===== src/hdl/pgs_pkg.sv =====
package pgs_pkg;

  localparam int DEF_NUM_CHANNELS = 16;

  localparam logic [16:0] ONE_Q16      = 17'd65536;
  localparam int          DETECT_LSB   = 655;
  localparam logic [19:0] LOG2_500_Q16 = 20'd587582;
  localparam logic [17:0] LOG2_10_Q16  = 18'd217706;
  localparam logic [25:0] K_EXP_BASE   = 26'd479850;
  localparam logic [6:0]  INV_TIME_MIN = 7'd100;
  localparam logic [36:0] CV_HALF      = 37'd327680;
  localparam logic [19:0] RECIP10      = 20'd838861;

  localparam logic [2:0] CFG_TIME_KNOB    = 3'd0;
  localparam logic [2:0] CFG_CURVE_KNOB   = 3'd1;
  localparam logic [2:0] CFG_CHANCE_KNOB  = 3'd2;
  localparam logic [2:0] CFG_TIME_AMT     = 3'd3;
  localparam logic [2:0] CFG_CURVE_AMT    = 3'd4;
  localparam logic [2:0] CFG_CHANCE_AMT   = 3'd5;
  localparam logic [2:0] CFG_SAMPLE_PER   = 3'd6;

  localparam logic [15:0] RST_TIME_KNOB   = 16'd32768;
  localparam logic [15:0] RST_CURVE_KNOB  = 16'd32768;
  localparam logic [15:0] RST_CHANCE_KNOB = 16'd65535;
  localparam logic [31:0] RST_SAMPLE_PER  = 32'd89478;

  typedef logic [15:0][31:0] factor_tab_t;

  typedef struct packed {
    logic [20:0] held;
    logic [20:0] from;
    logic [20:0] to;
    logic [16:0] prog;
    logic        on;
    logic [20:0] prev;
  } rec_t;

  typedef enum logic [4:0] {
    ST_IDLE, ST_EFF_MUL, ST_EFF_RND, ST_EFF_QUO, ST_EFF_SUM, ST_DETECT, ST_BRANCH,
    ST_TIME_EXP, ST_SCALE, ST_POW_INIT, ST_POW_STEP, ST_POW_SHIFT, ST_INC_HI,
    ST_INC_LO, ST_INC_SUM, ST_K_EXP, ST_K_SET, ST_LOG_INIT, ST_LOG_STEP, ST_SH_EXP,
    ST_OUT_MUL, ST_OUT_RND, ST_STORE
  } state_t;

  typedef enum logic [4:0] {
    OP_NONE, OP_LOAD, OP_EFF_MUL, OP_EFF_RND, OP_EFF_QUO, OP_EFF_SUM, OP_DETECT,
    OP_TIME_EXP, OP_SCALE, OP_POW_INIT, OP_POW_STEP, OP_POW_SHIFT, OP_INC_HI,
    OP_INC_LO, OP_INC_SUM, OP_K_EXP, OP_K_SET, OP_LOG_INIT, OP_LOG_STEP, OP_SH_EXP,
    OP_OUT_MUL, OP_OUT_RND, OP_STORE
  } op_t;

  typedef enum logic [1:0] {
    USE_TIME, USE_K, USE_SHAPE
  } pow_use_t;

  typedef struct packed {
    op_t        op;
    logic [3:0] idx;
  } cmd_t;

  typedef struct packed {
    logic glide;
  } stat_t;

  function automatic logic [63:0] isqrt64(input logic [63:0] x);
    logic [63:0] xv;
    logic [63:0] r;
    logic [63:0] b;
    xv = x;
    r  = '0;
    b  = 64'h4000_0000_0000_0000;
    for (int i = 0; i < 32; i++) begin
      if (b > xv) b = b >> 2;
    end
    for (int i = 0; i < 32; i++) begin
      if (b != 0) begin
        if (xv >= r + b) begin
          xv = xv - (r + b);
          r  = (r >> 1) + b;
        end else begin
          r = r >> 1;
        end
        b = b >> 2;
      end
    end
    return r;
  endfunction

  function automatic factor_tab_t make_factors();
    factor_tab_t f;
    logic [63:0] t;
    t = 64'h8000_0000;
    for (int i = 0; i < 16; i++) begin
      t = isqrt64(t << 32);
      f[i] = t[31:0];
    end
    return f;
  endfunction

  localparam factor_tab_t FACTORS = make_factors();

endpackage


===== src/hdl/pgs_ctrl.sv =====
module pgs_ctrl (
  input  logic           clk,
  input  logic           rst_n,
  input  logic           in_valid,
  output logic           in_ready,
  output logic           out_valid,
  input  logic           out_ready,
  input  pgs_pkg::stat_t stat,
  output pgs_pkg::cmd_t  cmd
);

  pgs_pkg::state_t   state_r, state_nxt;
  pgs_pkg::pow_use_t ret_r, ret_nxt;
  logic [3:0]        cnt_r, cnt_nxt;
  logic              out_valid_r, out_valid_nxt;

  always_ff @(posedge clk) begin
    if (!rst_n) begin
      state_r     <= pgs_pkg::ST_IDLE;
      ret_r       <= pgs_pkg::USE_TIME;
      cnt_r       <= '0;
      out_valid_r <= 1'b0;
    end else begin
      state_r     <= state_nxt;
      ret_r       <= ret_nxt;
      cnt_r       <= cnt_nxt;
      out_valid_r <= out_valid_nxt;
    end
  end

  always_comb begin
    state_nxt     = state_r;
    ret_nxt       = ret_r;
    cnt_nxt       = cnt_r;
    out_valid_nxt = out_valid_r && !out_ready;
    cmd.op        = pgs_pkg::OP_NONE;
    cmd.idx       = cnt_r;
    unique case (state_r)
      pgs_pkg::ST_IDLE: begin
        if (in_valid) begin
          cmd.op    = pgs_pkg::OP_LOAD;
          cnt_nxt   = '0;
          state_nxt = pgs_pkg::ST_EFF_MUL;
        end
      end
      pgs_pkg::ST_EFF_MUL: begin
        cmd.op    = pgs_pkg::OP_EFF_MUL;
        state_nxt = pgs_pkg::ST_EFF_RND;
      end
      pgs_pkg::ST_EFF_RND: begin
        cmd.op    = pgs_pkg::OP_EFF_RND;
        state_nxt = pgs_pkg::ST_EFF_QUO;
      end
      pgs_pkg::ST_EFF_QUO: begin
        cmd.op    = pgs_pkg::OP_EFF_QUO;
        state_nxt = pgs_pkg::ST_EFF_SUM;
      end
      pgs_pkg::ST_EFF_SUM: begin
        cmd.op = pgs_pkg::OP_EFF_SUM;
        if (cnt_r == 4'd2) begin
          cnt_nxt   = '0;
          state_nxt = pgs_pkg::ST_DETECT;
        end else begin
          cnt_nxt   = cnt_r + 4'd1;
          state_nxt = pgs_pkg::ST_EFF_MUL;
        end
      end
      pgs_pkg::ST_DETECT: begin
        cmd.op    = pgs_pkg::OP_DETECT;
        state_nxt = pgs_pkg::ST_BRANCH;
      end
      pgs_pkg::ST_BRANCH: begin
        state_nxt = stat.glide ? pgs_pkg::ST_TIME_EXP : pgs_pkg::ST_STORE;
      end
      pgs_pkg::ST_TIME_EXP: begin
        cmd.op    = pgs_pkg::OP_TIME_EXP;
        state_nxt = pgs_pkg::ST_SCALE;
      end
      pgs_pkg::ST_SCALE: begin
        cmd.op    = pgs_pkg::OP_SCALE;
        ret_nxt   = pgs_pkg::USE_TIME;
        state_nxt = pgs_pkg::ST_POW_INIT;
      end
      pgs_pkg::ST_POW_INIT: begin
        cmd.op    = pgs_pkg::OP_POW_INIT;
        cnt_nxt   = '0;
        state_nxt = pgs_pkg::ST_POW_STEP;
      end
      pgs_pkg::ST_POW_STEP: begin
        cmd.op  = pgs_pkg::OP_POW_STEP;
        cnt_nxt = cnt_r + 4'd1;
        if (cnt_r == 4'd15) state_nxt = pgs_pkg::ST_POW_SHIFT;
      end
      pgs_pkg::ST_POW_SHIFT: begin
        cmd.op = pgs_pkg::OP_POW_SHIFT;
        unique case (ret_r)
          pgs_pkg::USE_TIME: state_nxt = pgs_pkg::ST_INC_HI;
          pgs_pkg::USE_K:    state_nxt = pgs_pkg::ST_K_SET;
          default:           state_nxt = pgs_pkg::ST_OUT_MUL;
        endcase
      end
      pgs_pkg::ST_INC_HI: begin
        cmd.op    = pgs_pkg::OP_INC_HI;
        state_nxt = pgs_pkg::ST_INC_LO;
      end
      pgs_pkg::ST_INC_LO: begin
        cmd.op    = pgs_pkg::OP_INC_LO;
        state_nxt = pgs_pkg::ST_INC_SUM;
      end
      pgs_pkg::ST_INC_SUM: begin
        cmd.op    = pgs_pkg::OP_INC_SUM;
        state_nxt = pgs_pkg::ST_K_EXP;
      end
      pgs_pkg::ST_K_EXP: begin
        cmd.op    = pgs_pkg::OP_K_EXP;
        ret_nxt   = pgs_pkg::USE_K;
        state_nxt = pgs_pkg::ST_POW_INIT;
      end
      pgs_pkg::ST_K_SET: begin
        cmd.op    = pgs_pkg::OP_K_SET;
        state_nxt = pgs_pkg::ST_LOG_INIT;
      end
      pgs_pkg::ST_LOG_INIT: begin
        cmd.op    = pgs_pkg::OP_LOG_INIT;
        cnt_nxt   = '0;
        state_nxt = pgs_pkg::ST_LOG_STEP;
      end
      pgs_pkg::ST_LOG_STEP: begin
        cmd.op  = pgs_pkg::OP_LOG_STEP;
        cnt_nxt = cnt_r + 4'd1;
        if (cnt_r == 4'd15) state_nxt = pgs_pkg::ST_SH_EXP;
      end
      pgs_pkg::ST_SH_EXP: begin
        cmd.op    = pgs_pkg::OP_SH_EXP;
        ret_nxt   = pgs_pkg::USE_SHAPE;
        state_nxt = pgs_pkg::ST_POW_INIT;
      end
      pgs_pkg::ST_OUT_MUL: begin
        cmd.op    = pgs_pkg::OP_OUT_MUL;
        state_nxt = pgs_pkg::ST_OUT_RND;
      end
      pgs_pkg::ST_OUT_RND: begin
        cmd.op    = pgs_pkg::OP_OUT_RND;
        state_nxt = pgs_pkg::ST_STORE;
      end
      pgs_pkg::ST_STORE: begin
        if (!out_valid_r || out_ready) begin
          cmd.op        = pgs_pkg::OP_STORE;
          out_valid_nxt = 1'b1;
          state_nxt     = pgs_pkg::ST_IDLE;
        end
      end
      default: state_nxt = pgs_pkg::ST_IDLE;
    endcase
  end

  assign in_ready  = (state_r == pgs_pkg::ST_IDLE);
  assign out_valid = out_valid_r;

  a_out_from_store: assert property (@(posedge clk) disable iff (!rst_n)
    $rose(out_valid_r) |-> $past(state_r) == pgs_pkg::ST_STORE)
    else $error("result raised outside store");

  a_eff_count: assert property (@(posedge clk) disable iff (!rst_n)
    (state_r == pgs_pkg::ST_EFF_MUL) |-> (cnt_r <= 4'd2))
    else $error("control index out of range");

  a_pow_return: assert property (@(posedge clk) disable iff (!rst_n)
    (state_r == pgs_pkg::ST_POW_SHIFT && ret_r == pgs_pkg::USE_K)
      |=> state_r == pgs_pkg::ST_K_SET)
    else $error("wrong return after exponent");

  a_no_accept_busy: assert property (@(posedge clk) disable iff (!rst_n)
    (in_valid && in_ready) |=> !in_ready)
    else $error("second transfer taken while busy");

endmodule


===== config.mk =====
export PLATFORM = sky130hd
export DESIGN_NAME = pgs_ctrl
export DESIGN_NICKNAME = d
export VERILOG_FILES = /design/src/hdl/pgs_pkg.sv /design/src/hdl/pgs_ctrl.sv
export SDC_FILE = /design/constraint.sdc
export NUM_CORES = 1
export LEC_CHECK = 0
export BUFFER_PORTS_ARGS = -buffer_cell sky130_fd_sc_hd__clkbuf_2
export CORE_MARGIN = 3
export CORE_UTILIZATION = 50
export DETAILED_ROUTE_END_ITERATION = 10
export PLACE_DENSITY_LB_ADDON = 0.12
export SLEW_MARGIN = 10
export SYNTH_ARGS = -nofsm -noshare
export SYNTH_HDL_FRONTEND = slang
export SYNTH_SLANG_ARGS = --single-unit
export TNS_END_PERCENT = 5

===== constraint.sdc =====
create_clock -name clk -period 1.8 [get_ports clk]
set_input_delay 0.09 -clock clk [delete_from_list [all_inputs] [get_ports clk]]
set_output_delay 0.09 -clock clk [all_outputs]
set_load 0.1 [all_outputs]

### Word level (Yosys, flattened, before mapping)

Cells that the tools add are included.
Widths: inputs -> output; s select.

* add/subtract/negate cells: 1
* equal/unequal tests: 29
* muxes and demuxes: 17
* reduce and logical (&&, ||, !) cells: 13

Operators by type and width (number)
* $pmux 5 s22: 1
* $pmux 5 s21: 1
* $eq 5x4->1 const B: 8
* $eq 5x5->1 const B: 7
* $mux 5: 6
* $eq 5x3->1 const B: 4
* $pmux 4 s4: 1
* $eq 5x2->1 const B: 2
* $pmux 5 s2: 1
* $mux 4: 2
* $ne 2x2->1 const B: 4
* $pmux 2 s3: 1
* $eq 5x1->1 const B: 1
* $logic_not 5->1: 1
* $add 4x1->4 const B: 1
* $eq 4x2->1 const B: 1
* $eq 4x4->1 const B: 1
* $reduce_and 4->1: 1
* $reduce_bool 4->1: 1
* $reduce_or 2->1: 2
* $mux 1: 3
* $mux 3: 1
* $reduce_bool 3->1: 1
* $reduce_or 3->1: 1
* 6 further kinds: 7

* register bits after elaboration: 12
* input bits: 5
* output and inout port bits: 11
* logic and storage cells: 64

### Depth between registers and ports, before layout

Gate-level depths: netlist of the first run.

* word-level depth: 4
* gate-level depth with buffers: 6
* depth with buffers taken out: 6

### Least setup slack after synthesis of the first run

No wires, ideal clock.

* path kind: register to output
* start: reg state_r[0]
* end: out cmd[4] in the netlist's numbering
* arrival: 3.270 ns
* required time: 1.710 ns
* path slack: -1.560 ns
* stages on the path, launching flop included: 7
* buffers on the path: 2
* cell sequence: dfxtp_1 -> clkbuf_2 -> clkbuf_1 -> or2_2 -> o21ai_0 -> a221oi_1 -> o21ai_0

RTL lines
* start, declared: line pgs_ctrl.sv:12 `pgs_pkg::state_t state_r, state_nxt;`
* start signal, assigned: line pgs_ctrl.sv:19 `state_r <= pgs_pkg::ST_IDLE;`
* start signal, assigned: line pgs_ctrl.sv:24 `state_r <= state_nxt;`
* end, declared: line pgs_ctrl.sv:9 `output pgs_pkg::cmd_t cmd`

==> flow_metrics.py, run 1 <==
metrics = {
    "synth": {
        "synth_top_area_frac": 0.2394,
        "synth-edff-count": 0,
        "ys_seq_elements": 12,
        "yosys-top-cells-area": "dfxtp_1, nor2_1, o21ai_0",
        "synth_nets": 142,
        "synth-async-reset-ratio": 0,
        "ys_seq_area_frac": 0.2394,
        "syn-instance-count": 135,
        "synth_warnings": 0,
        "synth_cell_types": 48,
        "synthFlopType": "dfxtp_1",
        "syn_area_um2": 1003,
        "synth_area_leader_cell": "dfxtp_1",
        "syn_area_per_cell_um2": 7.433,
    },
    "placed_design": {
        "dpl_cell_area_um2": 1356,
        "place.gp.congestion": 0.8564,
        "portBuffers": 15,
        "place_ws_ns": 0.04890,
        "dp.cells": 182,
        "dp_hpwl_um": 2146,
    },
    "finish": {
        "finalInstanceArea_um2": 1451,
        "n_fill_cell": 131,
        "syn_to_final_growth_pct": 44.64,
        "diodes": 0,
        "multiInputGateArea_um2": 788.3,
        "layout_commonest_cell": "buf_4",
        "final_cell_mix": "buf_4, nor2_1, dfxtp_2",
        "area.sequential_um2": 252.7,
        "drive_gt1_frac": 0.4596,
        "fin_nets": 169,
        "final_cells": 186,
    },
    "critical_path": {
        "r2r-start": "state_r[4]",
        "endpoint": "cmd[5]",
        "cp_max_fo": 11,
        "crit_start": "state_r[4]",
        "startpoint_type": "flop",
        "endpoint_kind": "output port",
        "reg2reg_slack_ns": 0.08,
        "crit_required_ns": 1.71,
        "worst_r2r_path_depth": 4,
        "cp.arrival_ns": 1.71,
        "critPathKind": "flop to output port",
        "r2r_end": "cnt_r[0]",
    },
    "clock_tree": {
        "clockBufferDepth": 2,
        "path_clk_slew_ns": 0.09,
        "root_buffer": "clkbuf_4",
        "clkSinkCount": 12,
        "postCtsHoldBufs": 0,
        "cts_buffers": 3,
        "clkLatencyLatePin_ns": 0.28,
        "cts_tree": "built",
        "htreeDepth": 1,
    },
    "sta": {
        "period_needed_ns": 1.804,
        "final_hold_viol_count": 0,
        "setup_slack_ns": -0.003842,
        "tightestPinTransition_ns": 0.5433,
        "fmax_ghz": 0.5544,
        "final.setup_skew_ns": 0.01197,
        "finalSetupViolCount": 1,
        "rsz0062_at_grt": "yes",
        "min_period_over_period": 1.002,
        "slew_headroom": 0.6393,
        "report.final.slew_viol_count": 0,
    },
    "floorplanning": {
        "start_util": 0.5569,
        "coreArea_um2": 1802,
        "die_h_um": 50.80,
        "ios": 16,
        "rows": 15,
        "die-area_um2": 2581,
        "die_x_um": 50.80,
    },
    "power_and_ir_drop": {
        "leakage_nw": 0.5347,
        "p_int_w": 0.0006467,
        "combPwrFrac": 0.541,
        "clkPwrFrac": 0.190,
        "power_frac_seq": 0.269,
        "power.switching_w": 0.0005311,
        "finalPower_w": 0.001178,
        "ir_worst_vdd_mv": 0.5996,
        "p_sw_frac": 0.4509,
        "p_per_area_nw_per_um2": 811.5,
    },
    "drt": {
        "drc": 0,
        "drtIter0Drc": 26,
        "dr.pass1.iters": 4,
        "routed-via-count": 1150,
        "drtAntennaViolNets": 0,
        "wl_um": 2907,
        "vias_per_cell": 6.183,
        "wire_per_inst_um": 15.63,
    },
    "run_status": {
        "status": "finished, violations left",
        "violations": "negative setup slack",
    },
    "hold_path": {
        "whs_path_depth": 3,
        "hp-class": "input port to flop",
    },
    "global_routing": {
        "grt_start_max_net_pins": 15,
        "grt_pass1_wl_um": 4968,
        "grtUsageTotal": 0.2502,
        "grt_pass1_vias": 1069,
        "antenna_found_initial": 0,
        "overflow": 0,
    },
    "run": {
        "max_cap_viol_count": 0,
    },
}
state kept, by name, summed over array words and instances, names as in the netlist:
register	flops
out_valid	1
ret_r	2
state_r	5
cnt_r	4
cell usage after synthesis (2+ instances only):
master and instances:
nand2_1 5, nor4_1 2, or3_1 3, inv_1 6, o21ai_0 11, o22ai_1 2, nor3_1 7, a221oi_1 3
clkbuf_1 5, a21oi_1 9, ha_1 2, or2_2 2, o31ai_1 2, nor2b_1 3, or4_1 2, nand3_1 5
buf_2 4, o21a_1 2, nand2b_1 4, xnor2_1 3, nor2_1 15, dfxtp_1 12
how the worst min path moves through the flow:
stage / start / to
global placement: rst_n / out_valid
detailed placement: rst_n / out_valid
CTS: rst_n / out_valid
floorplan: rst_n / state_r[4]
finish: out_ready / out_valid
global route: out_ready / out_valid
final cells by class:
cell class	count	area share
Multi-Input combinational cell	105	0.5431
Timing Repair Buffer	34	0.2207
Sequential cell	12	0.1741
Clock buffer	4	0.02500
Tap cell	25	0.02155
Inverter	6	0.01552
per-stage QoR:
stage | TNS (ns) | utilization | hold WS, ns
finish | -0.003842 | 0.8056 | 0.1596
detailed placement | 0 | 0.7528 | 0.4714
CTS | -0.02195 | 0.7875 | 0.1700
global placement | 0 | 0.7528 | 0.4699
global route | -0.1167 | 0.8056 | 0.1688
floorplan | -0.3915 | - | 0.3224
cells by family (layout without fill, tap and decap cells):
group	after synthesis	count (layout)	share of synthesized area
mux	1	1	0.009975
flops	12	12	0.2394
compound gates	43	43	0.3142
fa+ha+maj	2	2	0.02493
buf+inv	18	44	0.08104
xor+xnor	3	3	0.02619
simple gates	56	56	0.3042
power groups by stage:
| stage | clock network, W | logic (W) | registers, W |
|---|---|---|---|
| after floorplan | 0 | 0.000382 | 0.000348 |
| after global placement | 0 | 0.000596 | 0.000317 |
| after detailed placement | 0 | 0.000602 | 0.000318 |
| after CTS | 0.000227 | 0.000622 | 0.000316 |
| after global routing | 0.000242 | 0.000667 | 0.000322 |
| final | 0.000223 | 0.000637 | 0.000317 |
repair_timing:
item / CTS / global route
buffers inserted: 0 / 0
pin swaps: 1 / 0
setup endpoints to repair: 4 / 8
gates resized for setup: 8 / 9
layer usage:
metal | wire [um] | vias to the layer above | global-route usage
met2 | 1404 | 39 | 0.4109
met5 | 0 | - | 0
li1 | - | 559 | -
met1 | 1307 | 546 | 0.3244
met3 | 152 | 6 | 0.05935
met4 | 42 | 0 | 0.06726
critical path, stage by stage (launching register included):
cell and delay (ns):
dfxtp_2 0.38, buf_4 0.17, buf_4 0.17, nand2b_1 0.18
buf_4 0.18, a21oi_4 0.16, buf_12 0.19
Note: power is estimated with default switching activity, not from simulation.
==> run 2: changes to the inputs <==
- CORE_UTILIZATION: 50 -> 52
- CTS_BUF_LIST: not set -> sky130_fd_sc_hd__clkbuf_4
==> flow_metrics.py, run 2 (synthesis results as in run 1) <==
metrics = {
    "finish": {
        "top_register": "state_r",
        "diodes": 0,
        "finish.utilization": 0.8140,
        "syn_to_final_growth_pct": 44.64,
        "final_cell_mix": "nor2_1, buf_4, o21ai_0, dfxtp_2, clkbuf_2",
        "fin_nets": 167,
        "drive_gt1_frac": 0.4403,
        "reg.largest.list": "state_r (5), cnt_r (4), ret_r (2)",
        "n_fill_cell": 113,
        "largest_reg_flops": 5,
    },
    "drt": {
        "drt-met1-wl_um": 1290,
        "wl_um": 3076,
        "routed-wl-met2_um": 1463,
        "routed-via-count": 1152,
        "drtIter0Drc": 44,
        "top_layer": "met4",
        "drtAntennaViolNets": 0,
        "drc": 0,
        "dr_wl_met3_um": 221,
        "vias_per_cell": 6.261,
        "wire_per_inst_um": 16.72,
        "dr.pass1.iters": 4,
    },
    "clock_tree": {
        "htreeDepth": 1,
        "clockBufferDepth": 2,
        "cts_buffers": 3,
        "post-cts-setup-buffers": 0,
        "clkLatencyLatePin_ns": 0.29,
        "root_buffer": "clkbuf_4",
        "path_clk_slew_ns": 0.09,
        "cts_tree": "built",
        "clkSinkCount": 12,
        "postCtsHoldBufs": 0,
    },
    "hold_path": {
        "hp-class": "input port to flop",
    },
    "floorplanning": {
        "die-area_um2": 2493,
        "coreArea_um2": 1783,
        "die_x_um": 49.93,
        "ios": 16,
        "rows": 15,
        "start_util": 0.5628,
        "die_h_um": 49.93,
    },
    "sta": {
        "fmax_ghz": 0.5626,
        "final_hold_viol_count": 0,
        "min_period_over_period": 0.9875,
        "period_needed_ns": 1.777,
        "report.final.slew_viol_count": 0,
        "rsz0062_at_grt": "yes",
        "setup_tns_ns": 0,
        "whs_ns": 0.1658,
        "slew_headroom": 0.6395,
        "finalSetupViolCount": 0,
        "final.setup_skew_ns": 0.001115,
        "tightestPinTransition_ns": 0.5430,
    },
    "critical_path": {
        "cp_common_cell": "buf_12",
        "cp_top_family": "compound AO/OA/AOI/OAI gates",
        "crit_required_ns": 1.71,
        "endpoint_kind": "output port",
        "critPathKind": "flop to output port",
        "startpoint_type": "flop",
        "cp_max_fo": 24,
        "path_cells": "buf_12, nor2b_4, o22ai_2, a221oi_2, a21oi_4, buf_12",
        "slowest_delay_ns": 0.37,
        "crit_slowest_cell": "dfxtp_2",
        "cp_num_buf_inv": 2,
        "cp.arrival_ns": 1.69,
    },
    "global_routing": {
        "grtUsageTotal": 0.2572,
        "grt_pass1_vias": 1007,
        "overflow": 0,
        "antenna_found_initial": 0,
        "grt_pass1_wl_um": 4816,
        "grt_start_max_net_pins": 25,
    },
    "run": {
        "max_cap_viol_count": 0,
    },
    "placed_design": {
        "place.gp.congestion": 0.8887,
        "dp_hpwl_um": 2143,
        "portBuffers": 15,
    },
    "power_and_ir_drop": {
        "p_per_area_nw_per_um2": 795.4,
        "leakage_nw": 0.5297,
        "ir_worst_vdd_mv": 0.5394,
    },
    "run_status": {
        "status": "complete, no violations",
    },
}
==> run 2: cell type report <==
type,count,area [um2],share of cell area
multi-input combinational,105,794.5,0.5474
clock buffer,3,22.52,0.01552
sequential,12,255.2,0.1759
inverter,6,22.52,0.01552
clock inverter,1,3.754,0.002586
timing repair buffer,32,321.6,0.2216
tap,25,31.28,0.02155
==> run 2: worst register-to-register path, cell delays in order (launching register included) <==
cell     delay (ns)
dfxtp_4        0.38
or4_4          0.57
o32a_4         0.24
or3_1          0.38
a21oi_2        0.14
==> run 2: path summary, 6_finish.rpt <==
check	start	to	slack, ns	cells after the start
hold reg to reg	ret_r[1]	ret_r[1]	0.51	2
setup / recovery	state_r[0]	cmd[5]	0.02	6
hold / removal	out_ready	out_valid	0.17	3
setup reg to reg	state_r[3]	cnt_r[3]	0.04	4
==> run 2: per-stage QoR <==
stage	instances	total power, W	area [um2]	setup WS [ns]
3_5_place_dp	180	0.0009145	1341	0.04841
4_1_cts	184	0.001119	1400	0.01100
3_3_place_gp	180	0.0009052	1341	0.1146
2_1_floorplan	135	0.0007302	1064	-0.08217
6_report	184	0.001154	1451	0.02251
5_1_grt	184	0.001196	1451	-0.02992
==> run 2: report_power, final <==
group	total [W]	switching [W]	internal [W]
clock network	0.000196	0.000115	0.0000809
registers	0.000309	0.0000261	0.000283
logic	0.000649	0.000410	0.000240
total	0.00115	0.000551	0.000604
==> run 2: repair_timing <==
item	in CTS	in global routing
endpoints found under the setup margin	2	8
gates resized for setup	11	12
pin swaps	1	4
gates cloned	0	0
==> run 2: metal layers <==
metal / vias up / global-route usage
li1: 553 / -
met1: 528 / 0.3388
met2: 58 / 0.3965
met3: 13 / 0.04230
met4: 0 / 0.1382
met5: - / 0
==> run 3: changes to the inputs <==
==> constraint.sdc (replaced) <==
create_clock -name clk -period 1.8 [get_ports clk]
set_input_delay 0.54 -clock clk [delete_from_list [all_inputs] [get_ports clk]]
set_output_delay 0.54 -clock clk [all_outputs]
set_load 0.1 [all_outputs]
==> flow_metrics.py, run 3 (synthesis results as in run 1) <==
metrics = {
    "hold_path": {
        "whs_path_depth": 2,
        "hp-class": "flop to flop",
        "hp-start": "ret_r[1]",
        "min_to": "ret_r[1]",
    },
    "clock_tree": {
        "htreeDepth": 1,
        "postCtsHoldBufs": 0,
        "cts_tree": "built",
        "clkLatencyLatePin_ns": 0.29,
        "clockBufferDepth": 2,
        "root_buffer": "clkbuf_4",
        "clkSinkCount": 12,
        "cts_buffers": 3,
        "path_clk_slew_ns": 0.09,
    },
    "finish": {
        "largest_reg_flops": 5,
        "finish.utilization": 0.8323,
        "diodes": 0,
        "fin_nets": 176,
        "drive_gt1_frac": 0.4583,
        "syn_to_final_growth_pct": 47.88,
        "reg.largest.list": "state_r (5), cnt_r (4), ret_r (2)",
        "final_cell_mix": "buf_4, nor2_1, a21oi_1, o21ai_0, clkbuf_2",
        "top_register": "state_r",
        "layout_commonest_cell": "buf_4",
    },
    "critical_path": {
        "crit_required_ns": 1.26,
        "cp.arrival_ns": 1.61,
        "startpoint_type": "flop",
        "r2r-start": "state_r[4]",
        "critPathKind": "flop to output port",
        "reg2reg_slack_ns": -0.06,
        "slowest_delay_ns": 0.35,
        "cp_num_buf_inv": 2,
        "cp_max_fo": 6,
        "r2r_end": "state_r[1]",
        "crit_slowest_cell": "dfxtp_2",
        "cp_top_family": "simple AND/OR/NAND/NOR gates",
        "endpoint_kind": "output port",
        "path_cells": "buf_6, or2_4, nor3_4, a221oi_2, o21ai_4, buf_12",
        "worst_r2r_path_depth": 5,
    },
    "sta": {
        "report.final.slew_viol_count": 0,
        "fmax_ghz": 0.4644,
        "tightestPinTransition_ns": 0.7159,
        "finalSetupViolCount": 10,
        "final_hold_viol_count": 0,
        "period_needed_ns": 2.153,
        "final.setup_skew_ns": 0.008389,
        "setup_slack_ns": -0.3532,
        "min_period_over_period": 1.196,
        "slew_headroom": 0.5183,
        "rsz0062_at_grt": "yes",
    },
    "global_routing": {
        "overflow": 0,
        "grtUsageTotal": 0.2648,
        "grt_start_max_net_pins": 15,
        "grt_pass1_wl_um": 5016,
        "grt_pass1_vias": 1111,
        "antenna_found_initial": 0,
    },
    "power_and_ir_drop": {
        "combPwrFrac": 0.575,
        "power.switching_w": 0.0005454,
        "finalPower_w": 0.001177,
        "clkPwrFrac": 0.159,
        "p_sw_frac": 0.4632,
        "ir_worst_vdd_mv": 0.5924,
        "leakage_nw": 0.5658,
        "p_int_w": 0.0006320,
        "p_per_area_nw_per_um2": 793.4,
        "power_frac_seq": 0.266,
    },
    "floorplanning": {
        "die_h_um": 49.93,
        "ios": 16,
        "die-area_um2": 2493,
        "coreArea_um2": 1783,
        "start_util": 0.5628,
        "rows": 15,
        "die_x_um": 49.93,
    },
    "run_status": {
        "status": "finished, violations left",
        "violations": "negative setup slack",
    },
    "drt": {
        "drc": 0,
        "routed-via-count": 1204,
        "dr.pass1.iters": 4,
        "drtAntennaViolNets": 0,
        "drtIter0Drc": 77,
        "vias_per_cell": 6.238,
        "wl_um": 3114,
        "wire_per_inst_um": 16.13,
    },
    "placed_design": {
        "place.gp.congestion": 0.8686,
        "portBuffers": 15,
        "dp_hpwl_um": 2233,
    },
    "run": {
        "max_cap_viol_count": 0,
    },
}
[run 3: final cells by class]
cell class / count / area, um2
multi-input combinational: 105 / 780.7
timing repair buffer: 41 / 370.4
fill: 101 / 299.0
sequential: 12 / 252.7
tap: 25 / 31.28
clock buffer: 3 / 22.52
inverter: 6 / 22.52
clock inverter: 1 / 3.754
[run 3: how the worst max path moves through the flow]
stage	startpoint	cells after the start	to
6_report	state_r[0]	6	cmd[4]
5_1_grt	state_r[0]	6	cmd[4]
4_1_cts	state_r[0]	6	cmd[4]
3_5_place_dp	out_ready	7	cmd[5]
3_3_place_gp	out_ready	7	cmd[5]
2_1_floorplan	state_r[0]	4	cmd[8]
[run 3: through the flow]
stage	cells	setup WS (ns)	hold WS, ns	TNS, ns	cell area (um2)
after detailed placement	189	-0.2569	0.4971	-0.7525	1409
final	193	-0.3532	0.5174	-1.742	1484
after global placement	189	-0.2167	0.4905	-0.4619	1409
after CTS	193	-0.3470	0.5088	-1.582	1470
after floorplan	135	-0.3918	0.4719	-2.403	1094
after global routing	193	-0.4072	0.5209	-2.282	1484
[run 3: what timing repair did]
item,CTS,global route
setup endpoints to repair,11,11
buffers inserted,0,0
pin swaps,3,1
resized for setup,11,4
[run 3: per-layer routing]
layer | up-vias | share of wire | GRT usage
li1 | 568 | - | -
met1 | 541 | 0.39 | 0.3205
met2 | 76 | 0.48 | 0.4493
met3 | 19 | 0.092 | 0.04834
met4 | 0 | 0.039 | 0.1198
met5 | - | 0 | 0
[run 3: power by group through the flow]
stage / combinational (W) / sequential (W) / clock (W)
floorplan: 0.000410 / 0.000347 / 0
global placement: 0.000641 / 0.000312 / 0
detailed placement: 0.000655 / 0.000314 / 0
CTS: 0.000667 / 0.000311 / 0.000188
global route: 0.000706 / 0.000316 / 0.000206
finish: 0.000677 / 0.000313 / 0.000188
[run 3: worst register-to-register path, cell delays in order, from the launching register on]
cell	delay, ns
dfxtp_2	0.40
buf_4	0.23
xnor2_2	0.12
nor4_1	0.62
or4_1	0.27
o22ai_1	0.10
